File: config.mk
export PLATFORM = sky130hd
export DESIGN_NAME = imuacf_front
export DESIGN_NICKNAME = d
export VERILOG_FILES = /design/src/rtl/core/imuacf_pkg.sv /design/src/rtl/core/imuacf_front.sv
export SDC_FILE = /design/constraint.sdc
export NUM_CORES = 1
export LEC_CHECK = 0
export BUFFER_PORTS_ARGS = -buffer_cell sky130_fd_sc_hd__buf_4
export CAP_MARGIN = 5
export CORE_MARGIN = 1
export CORE_UTILIZATION = 45
export DETAILED_ROUTE_END_ITERATION = 16
export HOLD_SLACK_MARGIN = 0.05
export PLACE_DENSITY_LB_ADDON = 0.08
export REMOVE_ABC_BUFFERS = 1
export SLEW_MARGIN = 30
export SYNTH_ARGS = -nofsm -noshare
export SYNTH_HDL_FRONTEND = slang
export SYNTH_SLANG_ARGS = --single-unit
File: constraint.sdc
create_clock -name aclk -period 7 [get_ports aclk]
set_input_delay 0.35 -clock aclk [delete_from_list [all_inputs] [get_ports aclk]]
set_output_delay 0.35 -clock aclk [all_outputs]
set_load 0.005 [all_outputs]
File: src/rtl/core/imuacf_pkg.sv
package imuacf_pkg;

    // sample and angle formats
    localparam int SAMPLE_BITS      = 16;
    localparam int CORDIC_STEPS_DEF = 16;
    localparam int STEP_W           = 5;    // iteration index for the CORDIC steps
    localparam int CW               = 54;   // CORDIC x/y datapath
    localparam int ZW               = 27;   // CORDIC angle, 1/65536 degree
    localparam int FW               = 24;   // filter and fused state
    localparam int AW               = 16;   // output angle, 1/128 degree
    localparam int IN_W             = 9 * SAMPLE_BITS;
    localparam int OUT_W            = 6 * AW;
    localparam int QDEPTH           = 2;

    // configuration port
    localparam int CFG_AW = 3;
    localparam int CFG_DW = 16;

    localparam logic [CFG_AW-1:0] REG_MAG_OFFSET_X    = 3'd0;
    localparam logic [CFG_AW-1:0] REG_MAG_OFFSET_Y    = 3'd1;
    localparam logic [CFG_AW-1:0] REG_MAG_OFFSET_Z    = 3'd2;
    localparam logic [CFG_AW-1:0] REG_GYRO_SMOOTHING  = 3'd3;
    localparam logic [CFG_AW-1:0] REG_ACCEL_SMOOTHING = 3'd4;
    localparam logic [CFG_AW-1:0] REG_BLEND_WEIGHT    = 3'd5;
    localparam logic [CFG_AW-1:0] REG_GYRO_STEP_GAIN  = 3'd6;
    localparam logic [CFG_AW-1:0] REG_DECLINATION     = 3'd7;

    // angle constants
    localparam logic signed [ZW-1:0] DEG180      = 27'sd11796480;
    localparam logic signed [ZW-1:0] DEG90       = 27'sd5898240;
    localparam logic signed [AW-1:0] ANG_LIMIT   = 16'sd23040;
    localparam logic signed [FW-1:0] FUSED_LIMIT = 24'sd5898240;
    localparam logic signed [CW-1:0] ROT_X0      = 54'sd652032875;
    localparam logic [8:0]           WEIGHT_MAX  = 9'd256;

    typedef struct packed {
        logic signed [15:0] mag_offset_x;
        logic signed [15:0] mag_offset_y;
        logic signed [15:0] mag_offset_z;
        logic [8:0]         gyro_smoothing;
        logic [8:0]         accel_smoothing;
        logic [8:0]         blend_weight;
        logic [15:0]        gyro_step_gain;
        logic signed [15:0] declination;
    } cfg_t;

    localparam cfg_t CFG_RESET = '{
        mag_offset_x:    16'sd1446,
        mag_offset_y:    16'sd352,
        mag_offset_z:    16'sd704,
        gyro_smoothing:  9'd26,
        accel_smoothing: 9'd154,
        blend_weight:    9'd77,
        gyro_step_gain:  16'd367,
        declination:     16'sd584
    };

    // first member is the top bits: accel_x lands in the lowest bits
    typedef struct packed {
        logic signed [SAMPLE_BITS-1:0] field_z;
        logic signed [SAMPLE_BITS-1:0] field_y;
        logic signed [SAMPLE_BITS-1:0] field_x;
        logic signed [SAMPLE_BITS-1:0] rate_z;
        logic signed [SAMPLE_BITS-1:0] rate_y;
        logic signed [SAMPLE_BITS-1:0] rate_x;
        logic signed [SAMPLE_BITS-1:0] accel_z;
        logic signed [SAMPLE_BITS-1:0] accel_y;
        logic signed [SAMPLE_BITS-1:0] accel_x;
    } item_t;

    typedef struct packed {
        logic                 start;
        logic                 rot;
        logic signed [CW-1:0] x;
        logic signed [CW-1:0] y;
        logic signed [ZW-1:0] z;
    } cordic_req_t;

    typedef struct packed {
        logic                 done;
        logic signed [ZW-1:0] ang;
        logic signed [CW-1:0] mag;
        logic signed [17:0]   cosv;
        logic signed [17:0]   sinv;
    } cordic_rsp_t;

    typedef enum logic [4:0] {
        ST_IDLE,
        ST_MAT_X,
        ST_MAT_Y,
        ST_MAT_Z,
        ST_LPF,
        ST_ROLL_GO,
        ST_ROLL_WAIT,
        ST_MAGC,
        ST_PITCH_GO,
        ST_PITCH_WAIT,
        ST_PRED,
        ST_BLEND,
        ST_ROTR_GO,
        ST_ROTR_WAIT,
        ST_ROTP_GO,
        ST_ROTP_WAIT,
        ST_H1,
        ST_H2,
        ST_H3,
        ST_H4,
        ST_H5,
        ST_H6,
        ST_H7,
        ST_HEAD_GO,
        ST_HEAD_WAIT,
        ST_HEAD_FIX,
        ST_OUT
    } seq_st_t;

    // arctangent of 2^-i in 1/65536 degree, rounded
    function automatic logic signed [ZW-1:0] atan_entry(input logic [STEP_W-1:0] i);
        logic signed [ZW-1:0] r;
        case (i)
            5'd0:    r = 27'sd2949120;
            5'd1:    r = 27'sd1740967;
            5'd2:    r = 27'sd919879;
            5'd3:    r = 27'sd466945;
            5'd4:    r = 27'sd234379;
            5'd5:    r = 27'sd117304;
            5'd6:    r = 27'sd58666;
            5'd7:    r = 27'sd29335;
            5'd8:    r = 27'sd14668;
            5'd9:    r = 27'sd7334;
            5'd10:   r = 27'sd3667;
            5'd11:   r = 27'sd1833;
            5'd12:   r = 27'sd917;
            5'd13:   r = 27'sd458;
            5'd14:   r = 27'sd229;
            5'd15:   r = 27'sd115;
            5'd16:   r = 27'sd57;
            5'd17:   r = 27'sd29;
            5'd18:   r = 27'sd14;
            5'd19:   r = 27'sd7;
            5'd20:   r = 27'sd4;
            5'd21:   r = 27'sd2;
            5'd22:   r = 27'sd1;
            default: r = '0;
        endcase
        return r;
    endfunction

endpackage

File: src/rtl/core/imuacf_front.sv
module imuacf_front (
    input  logic                        aclk,
    input  logic                        aresetn,
    input  logic                        s_tvalid,
    output logic                        s_tready,
    input  logic [imuacf_pkg::IN_W-1:0] s_tdata,
    output logic                        item_valid,
    output imuacf_pkg::item_t           item,
    input  logic                        item_pop
);
    import imuacf_pkg::*;

    item_t q_reg [QDEPTH];
    item_t in_item;
    logic [1:0] cnt_reg, cnt_next;
    logic       wp_reg, wp_next;
    logic       rp_reg, rp_next;
    logic       push, pop;

    // split the bus word into sensor fields
    assign in_item    = s_tdata;
    assign s_tready   = (cnt_reg != 2'(QDEPTH));
    assign item_valid = (cnt_reg != 2'd0);
    assign item       = q_reg[rp_reg];
    assign push       = s_tvalid && s_tready;
    assign pop        = item_pop && item_valid;

    // queue pointers and fill count
    always_comb begin
        wp_next  = push ? ~wp_reg : wp_reg;
        rp_next  = pop ? ~rp_reg : rp_reg;
        cnt_next = cnt_reg + 2'(push) - 2'(pop);
    end

    always_ff @(posedge aclk) begin
        if (!aresetn) begin
            cnt_reg <= '0;
            wp_reg  <= 1'b0;
            rp_reg  <= 1'b0;
        end else begin
            cnt_reg <= cnt_next;
            wp_reg  <= wp_next;
            rp_reg  <= rp_next;
        end
    end

    // queue storage
    always_ff @(posedge aclk) begin
        if (push) begin
            q_reg[wp_reg] <= in_item;
        end
    end

endmodule

==> results_dict.tcl <==
set metrics [dict create \
    status "complete, no violations" \
    power_w 0.00510 \
    rows 56 \
    min_path_type "in -> reg" \
    ant_nets 0 \
    yosysSeqAreaShare_pct 80.6 \
    n_fill_cell 1628 \
    hold_viol 0 \
    worst-path-max-fanout 57 \
    critPathKind "reg -> out" \
    powerDensity_mw_per_mm2 322 \
    clkSinkCount 293 \
    drt-vias-per-instance 4.67 \
    grt_pass1_wl_um 32400 \
    clk_pin_slew_worst_paths_ps 60 \
    cpMostUsedCell "buf_4" \
    portBuffers 293 \
    nNetsFinal 1082 \
    cts_resized 0 \
    grt_util_met2_pct 30.3 \
    max_slew.worst_pin.slew_ps 944 \
    grt_util_met1_pct 20.7 \
    syn_area_mm2 0.0109 \
    ys_ff_latch 293 \
    final_util_pct 67.2 \
    synth.distinct_cells 18 \
    arrival_ps 2460 \
    antenna_found_initial 0 \
    rsz0062_at_grt "no" \
    postCtsHoldBufs 145 \
    fp.dieW_um 157 \
    drt_wl_total_um 22200 \
    use_met3_pct 4.46 \
    finalCritPeriodShare_pct 40.1 \
    setup_viol 0 \
    clk_latency_ps 540 \
    grt_busiest_layer "met2" \
    pre_cts_ws_ps 4170 \
    grt_usage_pct 17.3 \
    start_util_pct 46.1 \
    largest_reg_flops 288 \
    critical-path-max-stage-delay_ps 770 \
    min_period_ps 2810 \
    via_count 5942 \
    cts_root_buffer "clkbuf_16" \
    rrSetupSlack_ps 4590 \
    wl_per_cell_um 17.4 \
    core_mm2 0.0235 \
    syn2layout_area_growth_pct 45.7 \
    finalNonFillerCells 1273 \
    slew_headroom_pct 37.1 \
    grt_overflow 0 \
    clockBufferDepth 3 \
    diodes 0 \
    crit_path_cell_trace "buf_4, mux2_2, buf_4" \
    fmax_mhz 356 \
    drv_slew 0 \
    remaining_drc_errors 0 \
    numCtsBuffers 30 \
    design.portCount 294 \
    max_cap_viol_count 0 \
    end_kind "output port" \
    skew_ps 12.0 \
    final_common_cell "buf_4" \
    drive_gt1_share_pct 51.0 \
    ir_drop_uv 333 \
    grt_max_degree 77 \
    die-height_um 157 \
    dp_cells 1073 \
    tritoncts "built" \
    fin_ws_ps 4190 \
    hpwl_um 13300 \
    cp_slowest_cell "buf_4" \
    postCtsSetupBuffers 0 \
    drt_iter0_markers 350 \
    final_cell_mix "295 x buf_4, 288 x edfxtp_1, 145 x dlygate4sd3_1" \
    crit_required_ps 6650 \
    die_area_mm2 0.0248 \
    start_kind "flop" \
    grt_pass1_vias 6097 \
    leakage_nw 6.05 \
    syn_area_per_cell_um2 23.0 \
    htree_num_levels 1 \
    synth_cells 472 \
    globalplace.congestion 0.717 \
    yosysWarnings 0 \
    first_pass_iters 4 \
]
-- synthesized netlist by cell type --
cell type,n,area share [%]
edfxtp_1,288,80
mux2_2,84,8.7
mux2_4,60,8.3
buf_2,8,0.37
buf_6,8,0.83
dfxtp_1,5,0.92
xnor2_1,3,0.24
and2_1,2,0.12
ha_1,2,0.23
nand2_1,2,0.069
nand2b_1,2,0.12
nor2b_1,2,0.12
and3_1,1,0.058
inv_1,1,0.035
mux2i_1,1,0.092
nor2_1,1,0.035
o21a_1,1,0.069
or2_2,1,0.058
-- power breakdown --
part | total (W) | internal, W | switching (W) | leakage (nW)
combinational | 0.00130 | 0.000759 | 0.000537 | 2.85
sequential | 0.00227 | 0.00221 | 0.0000675 | 2.73
clock | 0.00153 | 0.000913 | 0.000621 | 0.464
total | 0.00510 | 0.00388 | 0.00123 | 6.05
-- final cells by class --
cell class	count	area (um^2)	area share, %
clock buffer	37	798	5.04
timing repair buffer	444	3730	23.6
tap	319	399	2.52
inverter	1	3.75	0.0237
sequential	293	8750	55.3
multi-input combinational	162	1990	12.6
clock inverter	17	156	0.988
-- metrics by stage --
stage,cell area [um^2],setup TNS [ps],hold slack [ps]
2_1_floorplan,10700,-33830,449
3_3_place_gp,13400,0,505
3_5_place_dp,13400,0,538
4_1_cts,15800,0,191
5_1_grt,15800,0,246
6_report,15800,0,233
-- final timing paths --
| path | endpoint | cells after the start | startpoint |
|---|---|---|---|
| worst max-delay path | item[71] | 3 | flop |
| worst min-delay path | wp_reg | 3 | s_tvalid |
| worst max register to register | q_reg[1][32] | 4 | cnt_reg[0] |
| worst min register to register | rp_reg | 2 | rp_reg |
-- routing by layer --
layer | wire, um | vias up
met2 | 11500 | 195
met3 | 1420 | 40
met4 | 638 | 0
met5 | 0 | -
met1 | 8580 | 2906
li1 | - | 2801
-- critical path: cells and delay by family (launching register included) --
family	cells	cell delay, ps
mux	1	420
flops	1	510
buf+inv	2	920
-- kinds of logic (layout without fill, tap and decap cells) --
logic type | Yosys count | in the layout | synth area share, %
adder cells (fa/ha/maj) | 2 | 2 | 0.230
multiplexers | 145 | 145 | 17.1
buffers and inverters | 17 | 499 | 1.23
AO/OA/AOI/OAI | 1 | 1 | 0.0692
AND/OR/NAND/NOR | 11 | 11 | 0.565
flip-flops | 293 | 293 | 80.6
XOR/XNOR | 3 | 3 | 0.242
Note: power is estimated with default switching activity, not from simulation.
