--- src/rtl/core/imuacf_pkg.sv ---
package imuacf_pkg;

    // sample and angle formats
    localparam int SAMPLE_BITS      = 16;
    localparam int CORDIC_STEPS_DEF = 16;
    localparam int STEP_W           = 5;    // iteration index for the CORDIC steps
    localparam int CW               = 54;   // CORDIC x/y datapath
    localparam int ZW               = 27;   // CORDIC angle, 1/65536 degree
    localparam int FW               = 24;   // filter and fused state
    localparam int AW               = 16;   // output angle, 1/128 degree
    localparam int IN_W             = 9 * SAMPLE_BITS;
    localparam int OUT_W            = 6 * AW;
    localparam int QDEPTH           = 2;

    // configuration port
    localparam int CFG_AW = 3;
    localparam int CFG_DW = 16;

    localparam logic [CFG_AW-1:0] REG_MAG_OFFSET_X    = 3'd0;
    localparam logic [CFG_AW-1:0] REG_MAG_OFFSET_Y    = 3'd1;
    localparam logic [CFG_AW-1:0] REG_MAG_OFFSET_Z    = 3'd2;
    localparam logic [CFG_AW-1:0] REG_GYRO_SMOOTHING  = 3'd3;
    localparam logic [CFG_AW-1:0] REG_ACCEL_SMOOTHING = 3'd4;
    localparam logic [CFG_AW-1:0] REG_BLEND_WEIGHT    = 3'd5;
    localparam logic [CFG_AW-1:0] REG_GYRO_STEP_GAIN  = 3'd6;
    localparam logic [CFG_AW-1:0] REG_DECLINATION     = 3'd7;

    // angle constants
    localparam logic signed [ZW-1:0] DEG180      = 27'sd11796480;
    localparam logic signed [ZW-1:0] DEG90       = 27'sd5898240;
    localparam logic signed [AW-1:0] ANG_LIMIT   = 16'sd23040;
    localparam logic signed [FW-1:0] FUSED_LIMIT = 24'sd5898240;
    localparam logic signed [CW-1:0] ROT_X0      = 54'sd652032875;
    localparam logic [8:0]           WEIGHT_MAX  = 9'd256;

    typedef struct packed {
        logic signed [15:0] mag_offset_x;
        logic signed [15:0] mag_offset_y;
        logic signed [15:0] mag_offset_z;
        logic [8:0]         gyro_smoothing;
        logic [8:0]         accel_smoothing;
        logic [8:0]         blend_weight;
        logic [15:0]        gyro_step_gain;
        logic signed [15:0] declination;
    } cfg_t;

    localparam cfg_t CFG_RESET = '{
        mag_offset_x:    16'sd1446,
        mag_offset_y:    16'sd352,
        mag_offset_z:    16'sd704,
        gyro_smoothing:  9'd26,
        accel_smoothing: 9'd154,
        blend_weight:    9'd77,
        gyro_step_gain:  16'd367,
        declination:     16'sd584
    };

    // first member is the top bits: accel_x lands in the lowest bits
    typedef struct packed {
        logic signed [SAMPLE_BITS-1:0] field_z;
        logic signed [SAMPLE_BITS-1:0] field_y;
        logic signed [SAMPLE_BITS-1:0] field_x;
        logic signed [SAMPLE_BITS-1:0] rate_z;
        logic signed [SAMPLE_BITS-1:0] rate_y;
        logic signed [SAMPLE_BITS-1:0] rate_x;
        logic signed [SAMPLE_BITS-1:0] accel_z;
        logic signed [SAMPLE_BITS-1:0] accel_y;
        logic signed [SAMPLE_BITS-1:0] accel_x;
    } item_t;

    typedef struct packed {
        logic                 start;
        logic                 rot;
        logic signed [CW-1:0] x;
        logic signed [CW-1:0] y;
        logic signed [ZW-1:0] z;
    } cordic_req_t;

    typedef struct packed {
        logic                 done;
        logic signed [ZW-1:0] ang;
        logic signed [CW-1:0] mag;
        logic signed [17:0]   cosv;
        logic signed [17:0]   sinv;
    } cordic_rsp_t;

    typedef enum logic [4:0] {
        ST_IDLE,
        ST_MAT_X,
        ST_MAT_Y,
        ST_MAT_Z,
        ST_LPF,
        ST_ROLL_GO,
        ST_ROLL_WAIT,
        ST_MAGC,
        ST_PITCH_GO,
        ST_PITCH_WAIT,
        ST_PRED,
        ST_BLEND,
        ST_ROTR_GO,
        ST_ROTR_WAIT,
        ST_ROTP_GO,
        ST_ROTP_WAIT,
        ST_H1,
        ST_H2,
        ST_H3,
        ST_H4,
        ST_H5,
        ST_H6,
        ST_H7,
        ST_HEAD_GO,
        ST_HEAD_WAIT,
        ST_HEAD_FIX,
        ST_OUT
    } seq_st_t;

    // arctangent of 2^-i in 1/65536 degree, rounded
    function automatic logic signed [ZW-1:0] atan_entry(input logic [STEP_W-1:0] i);
        logic signed [ZW-1:0] r;
        case (i)
            5'd0:    r = 27'sd2949120;
            5'd1:    r = 27'sd1740967;
            5'd2:    r = 27'sd919879;
            5'd3:    r = 27'sd466945;
            5'd4:    r = 27'sd234379;
            5'd5:    r = 27'sd117304;
            5'd6:    r = 27'sd58666;
            5'd7:    r = 27'sd29335;
            5'd8:    r = 27'sd14668;
            5'd9:    r = 27'sd7334;
            5'd10:   r = 27'sd3667;
            5'd11:   r = 27'sd1833;
            5'd12:   r = 27'sd917;
            5'd13:   r = 27'sd458;
            5'd14:   r = 27'sd229;
            5'd15:   r = 27'sd115;
            5'd16:   r = 27'sd57;
            5'd17:   r = 27'sd29;
            5'd18:   r = 27'sd14;
            5'd19:   r = 27'sd7;
            5'd20:   r = 27'sd4;
            5'd21:   r = 27'sd2;
            5'd22:   r = 27'sd1;
            default: r = '0;
        endcase
        return r;
    endfunction

endpackage

--- src/rtl/core/imuacf_cordic.sv ---
module imuacf_cordic #(
    parameter int CORDIC_STEPS = imuacf_pkg::CORDIC_STEPS_DEF
) (
    input  logic                    aclk,
    input  logic                    aresetn,
    input  imuacf_pkg::cordic_req_t req,
    output imuacf_pkg::cordic_rsp_t rsp
);
    import imuacf_pkg::*;

    localparam logic [STEP_W-1:0]    LAST  = STEP_W'(CORDIC_STEPS - 1);
    localparam logic signed [CW-1:0] RND15 = CW'(16384);

    logic signed [CW-1:0] x_reg, x_next, y_reg, y_next;
    logic signed [ZW-1:0] z_reg, z_next;
    logic [STEP_W-1:0]    i_reg, i_next;
    logic                 run_reg, run_next, done_reg, done_next;
    logic                 rot_reg, rot_next, neg_reg, neg_next, zero_reg, zero_next;
    logic signed [CW-1:0] xs, ys, xr, yr;
    logic signed [ZW-1:0] at;

    // one micro-rotation per cycle
    always_comb begin
        x_next    = x_reg;
        y_next    = y_reg;
        z_next    = z_reg;
        i_next    = i_reg;
        run_next  = run_reg;
        rot_next  = rot_reg;
        neg_next  = neg_reg;
        zero_next = zero_reg;
        done_next = 1'b0;
        xs        = x_reg >>> i_reg;
        ys        = y_reg >>> i_reg;
        at        = atan_entry(i_reg);
        if (req.start) begin
            i_next    = '0;
            run_next  = 1'b1;
            rot_next  = req.rot;
            neg_next  = 1'b0;
            zero_next = 1'b0;
            x_next    = req.x;
            y_next    = req.y;
            z_next    = req.z;
            if (req.rot) begin
                // fold into +-90 degrees, flip result sign
                if (req.z > DEG90) begin
                    z_next   = req.z - DEG180;
                    neg_next = 1'b1;
                end else if (req.z < -DEG90) begin
                    z_next   = req.z + DEG180;
                    neg_next = 1'b1;
                end
            end else begin
                z_next    = '0;
                zero_next = (req.x == '0) && (req.y == '0);
                if (req.x < 0) begin
                    x_next = -req.x;
                    y_next = -req.y;
                    z_next = (req.y >= 0) ? DEG180 : -DEG180;
                end
            end
        end else if (run_reg) begin
            if (rot_reg) begin
                if (!z_reg[ZW-1]) begin
                    x_next = x_reg - ys;
                    y_next = y_reg + xs;
                    z_next = z_reg - at;
                end else begin
                    x_next = x_reg + ys;
                    y_next = y_reg - xs;
                    z_next = z_reg + at;
                end
            end else begin
                if (y_reg > 0) begin
                    x_next = x_reg + ys;
                    y_next = y_reg - xs;
                    z_next = z_reg + at;
                end else begin
                    x_next = x_reg - ys;
                    y_next = y_reg + xs;
                    z_next = z_reg - at;
                end
            end
            i_next = i_reg + 1'b1;
            if (i_reg == LAST) begin
                run_next  = 1'b0;
                done_next = 1'b1;
            end
        end
    end

    always_ff @(posedge aclk) begin
        if (!aresetn) begin
            run_reg  <= 1'b0;
            done_reg <= 1'b0;
        end else begin
            run_reg  <= run_next;
            done_reg <= done_next;
        end
    end

    always_ff @(posedge aclk) begin
        x_reg    <= x_next;
        y_reg    <= y_next;
        z_reg    <= z_next;
        i_reg    <= i_next;
        rot_reg  <= rot_next;
        neg_reg  <= neg_next;
        zero_reg <= zero_next;
    end

    // result shaping: Q30 to Q15, angle clamp, zero vector
    always_comb begin
        xr       = (x_reg + RND15) >>> 15;
        yr       = (y_reg + RND15) >>> 15;
        rsp.done = done_reg;
        rsp.cosv = neg_reg ? -xr[17:0] : xr[17:0];
        rsp.sinv = neg_reg ? -yr[17:0] : yr[17:0];
        rsp.mag  = zero_reg ? '0 : x_reg;
        if (zero_reg) begin
            rsp.ang = '0;
        end else if (z_reg > DEG180) begin
            rsp.ang = DEG180;
        end else if (z_reg < -DEG180) begin
            rsp.ang = -DEG180;
        end else begin
            rsp.ang = z_reg;
        end
    end

endmodule

--- config.mk ---
export PLATFORM = sky130hd
export DESIGN_NAME = imuacf_cordic
export DESIGN_NICKNAME = d
export VERILOG_FILES = /design/src/rtl/core/imuacf_pkg.sv /design/src/rtl/core/imuacf_cordic.sv
export SDC_FILE = /design/constraint.sdc
export NUM_CORES = 2
export LEC_CHECK = 0
export BUFFER_PORTS_ARGS = -buffer_cell sky130_fd_sc_hd__buf_2
export CAP_MARGIN = 20
export CORE_UTILIZATION = 50
export CTS_BUF_LIST = sky130_fd_sc_hd__clkbuf_16
export CTS_CLUSTER_DIAMETER = 100
export DETAILED_ROUTE_END_ITERATION = 7
export PLACE_DENSITY = 0.68
export SKIP_CTS_REPAIR_TIMING = 1
export SLEW_MARGIN = 15
export SYNTH_ARGS = -nofsm -noshare
export SYNTH_HDL_FRONTEND = slang
export SYNTH_SLANG_ARGS = --single-unit
export TNS_END_PERCENT = 10
--- constraint.sdc ---
create_clock -name aclk -period 15.6 [get_ports aclk]
set_input_delay 2.34 -clock aclk [delete_from_list [all_inputs] [get_ports aclk]]
set_output_delay 2.34 -clock aclk [all_outputs]
set_load 0.02 [all_outputs]
==> metrics.txt <==
Worst Path Arrival 7.43 ns; Synth Area in Adders 11.34%; Setup WS pre-CTS 8.652 ns; hold depth 2; TritonCTS Sinks 167; Cell Area, Synth 0.03338 mm2; FF-to-FF setup slack 8.53 ns; Worst Reg-to-Reg Cells 17; Final Max Slew Viols 0; first-pass GRT wire length 193600 um; final wirelength 128200 um; CTS tree done; Crit. End Element flip-flop; final setup TNS 0 ns; grt ovf 0; Buffers on Ports 256; Mapped Nets 5143; Iter 0 DRT Violations 3672; Post-synth EDFFs 138; Worst R2R End x_reg[53]; Worst-Margin Slew 1.152 ns; core area 0.06586 mm2; area grow syn2layout 6.215%; Startpoint Class flip-flop; initial antenna violation count 2; die height 260.4 um; CP max FO 62; 1st-pass router iterations 6; Hold Crit Class flip-flop to flip-flop; multiplexer area fraction after synthesis 9.410%; DP HPWL 100800 um; fraction of layout cells with a size suffix above 1 10.42%; RePlAce Congestion 1.033; WP data required 15.95 ns; Clock Skews 0.01849 ns; NumNets Final 5139; Max-Cap Viols 0; maximum buffer depth of the clock tree 2; CP Class flip-flop to flip-flop; Syn Area/Cell 7.094 um2; vias in the first global route 32630; # setup viols final 0; final setup margin 8.526 ns; register area share after synthesis 14.16%; Starting Density 50.67%; largest family of logic cells by synthesized area compound AO/OA/AOI/OAI gates; Clk pin slew, worst setup/hold paths 0.07 ns; Die X-Extent 260.4 um; IO Pins 257; Post-Synth Simple-Gate Area 23.71%; RR Startpoint i_reg[0]; fillers 6703; status completed; Tot GR Track Use 36.70%; wire length per cell 22.98 um; synth unique cells 94; Compound-Gate Fraction of Synth Area 25.95%; Residual DRC 0; Final Hold Vio Count 0; most common cell after layout, fill and taps aside nor2_1; largest net degree at the start of global routing 83; Synth Area in XOR/XNOR 8.424%; Die ar. 0.06779 mm2; Worst Min Path Start run_reg; Most used DFF post-synth edfxtp_1; Clock Root Buffer clkbuf_16; CTS H-Tree Depth 4; Antenna Nets Post-Route 0; async set-or-reset flop fraction in the synthesized netlist 0%; Peak Freq 141.4 MHz; worst rel slew slack 22.01%; Worst-Skew Late Latency 0.52 ns; number of vias per cell 6.431; CTS Buf Count 17; commonest non-fill, non-tap cells in the layout nor2_1 (534), nand2_1 (506), a21oi_1 (439); FP Rows 94; Min Clock Period, post-route 7.074 ns; hold path endpoint run_reg; yosys warns 0; Final Cycle Share 45.35%; via count 35880; synthesized instance count 4705; Yosys reg bits 167; RSZ-0062 raised after global routing false
## kinds of logic after synthesis
family | Yosys count
mux | 226
compound gates | 1386
flops | 167
simple gates | 1687
xor+xnor | 321
fa+ha+maj | 299
buf+inv | 619
## cells in the mapped netlist (32+ instances only)
cell / number / area [um2]
a31oi_1: 44 / 275.3
nor4_1: 66 / 412.9
nand2b_1: 55 / 344.1
nor3_1: 91 / 455.4
clkbuf_1: 256 / 960.9
o211ai_1: 44 / 330.3
xnor2_1: 235 / 2058
nor2b_1: 101 / 631.9
and2_1: 35 / 219.0
mux2_2: 32 / 360.4
o31ai_1: 62 / 465.5
a21oi_1: 440 / 2202
o21ai_0: 347 / 1737
or3_1: 36 / 225.2
ha_1: 293 / 3666
mux2i_1: 127 / 1271
mux4_2: 67 / 1509
a211oi_1: 61 / 457.9
o21bai_1: 59 / 442.9
a21o_1: 60 / 450.4
nand4_1: 59 / 369.1
xor2_1: 86 / 753.2
nand2_1: 506 / 1899
buf_1: 49 / 183.9
o21a_1: 65 / 488.0
edfxtp_1: 138 / 4144
nand3_1: 90 / 450.4
and3_1: 32 / 200.2
nor2_1: 534 / 2004
inv_1: 298 / 1119
## how the worst max path moves through the flow
stage / from / to / slack (ns)
after floorplan: i_reg[0] / x_reg[48] / 9.87
after detailed placement: i_reg[0] / x_reg[48] / 8.65
after global routing: i_reg[0] / x_reg[48] / 7.97
final: i_reg[0] / x_reg[53] / 8.53
after CTS: i_reg[0] / x_reg[48] / 8.64
after global placement: i_reg[0] / x_reg[48] / 8.74
## critical path, cell delays in order (launching register included)
cell and delay (ns):
dfxtp_4 0.93, buf_4 0.68, inv_2 0.48, a21oi_1 0.30, mux2i_1 0.11, a211oi_1 0.27, nor2_1 0.13, ha_1 0.45
nor2b_1 0.11, or4_1 0.43, o211ai_1 0.37, a21oi_1 0.17, o311ai_1 0.95, a31oi_1 0.19, a211oi_1 0.60, o21ai_0 0.22
or3_1 0.33, a31oi_1 0.16
## metrics by stage
step                      hold WS (ns)  utilization, %  area [um2]  cells
after floorplan                 0.6538               -       33380   4705
after global placement          0.6610           52.96       34880   5546
after detailed placement        0.6698           52.96       34880   5546
after CTS                       0.6837           53.82       35450   5578
after global routing            0.7280           53.82       35450   5579
final                           0.6956           53.82       35450   5579
## metal layers
metal / GRT usage (%) / wire (um) / part of all wire (%) / vias to the layer above
met3: 7.032 / 11340 / 8.8 / 322
met1: 48.86 / 54240 / 42 / 16920
met4: 15.58 / 5795 / 4.5 / 2
li1: - / - / - / 16830
met5: 0 / 13 / 0.010 / -
met2: 57.77 / 56830 / 44 / 1808
## final cells by class
| cell class | count | area (um2) | share of cell area (%) |
|---|---|---|---|
| multi-input combinational | 3919 | 26360 | 74.36 |
| sequential | 167 | 4738 | 13.37 |
| tap | 864 | 1081 | 3.049 |
| clock buffer | 17 | 425.4 | 1.200 |
| antenna | 1 | 2.502 | 0.007059 |
| inverter | 304 | 1144 | 3.226 |
| timing repair buffer | 292 | 1558 | 4.394 |
| clock inverter | 15 | 141.4 | 0.3988 |
Power is not shown: default switching activity piles up to over one toggle a cycle in this logic, so the estimate is an artifact.
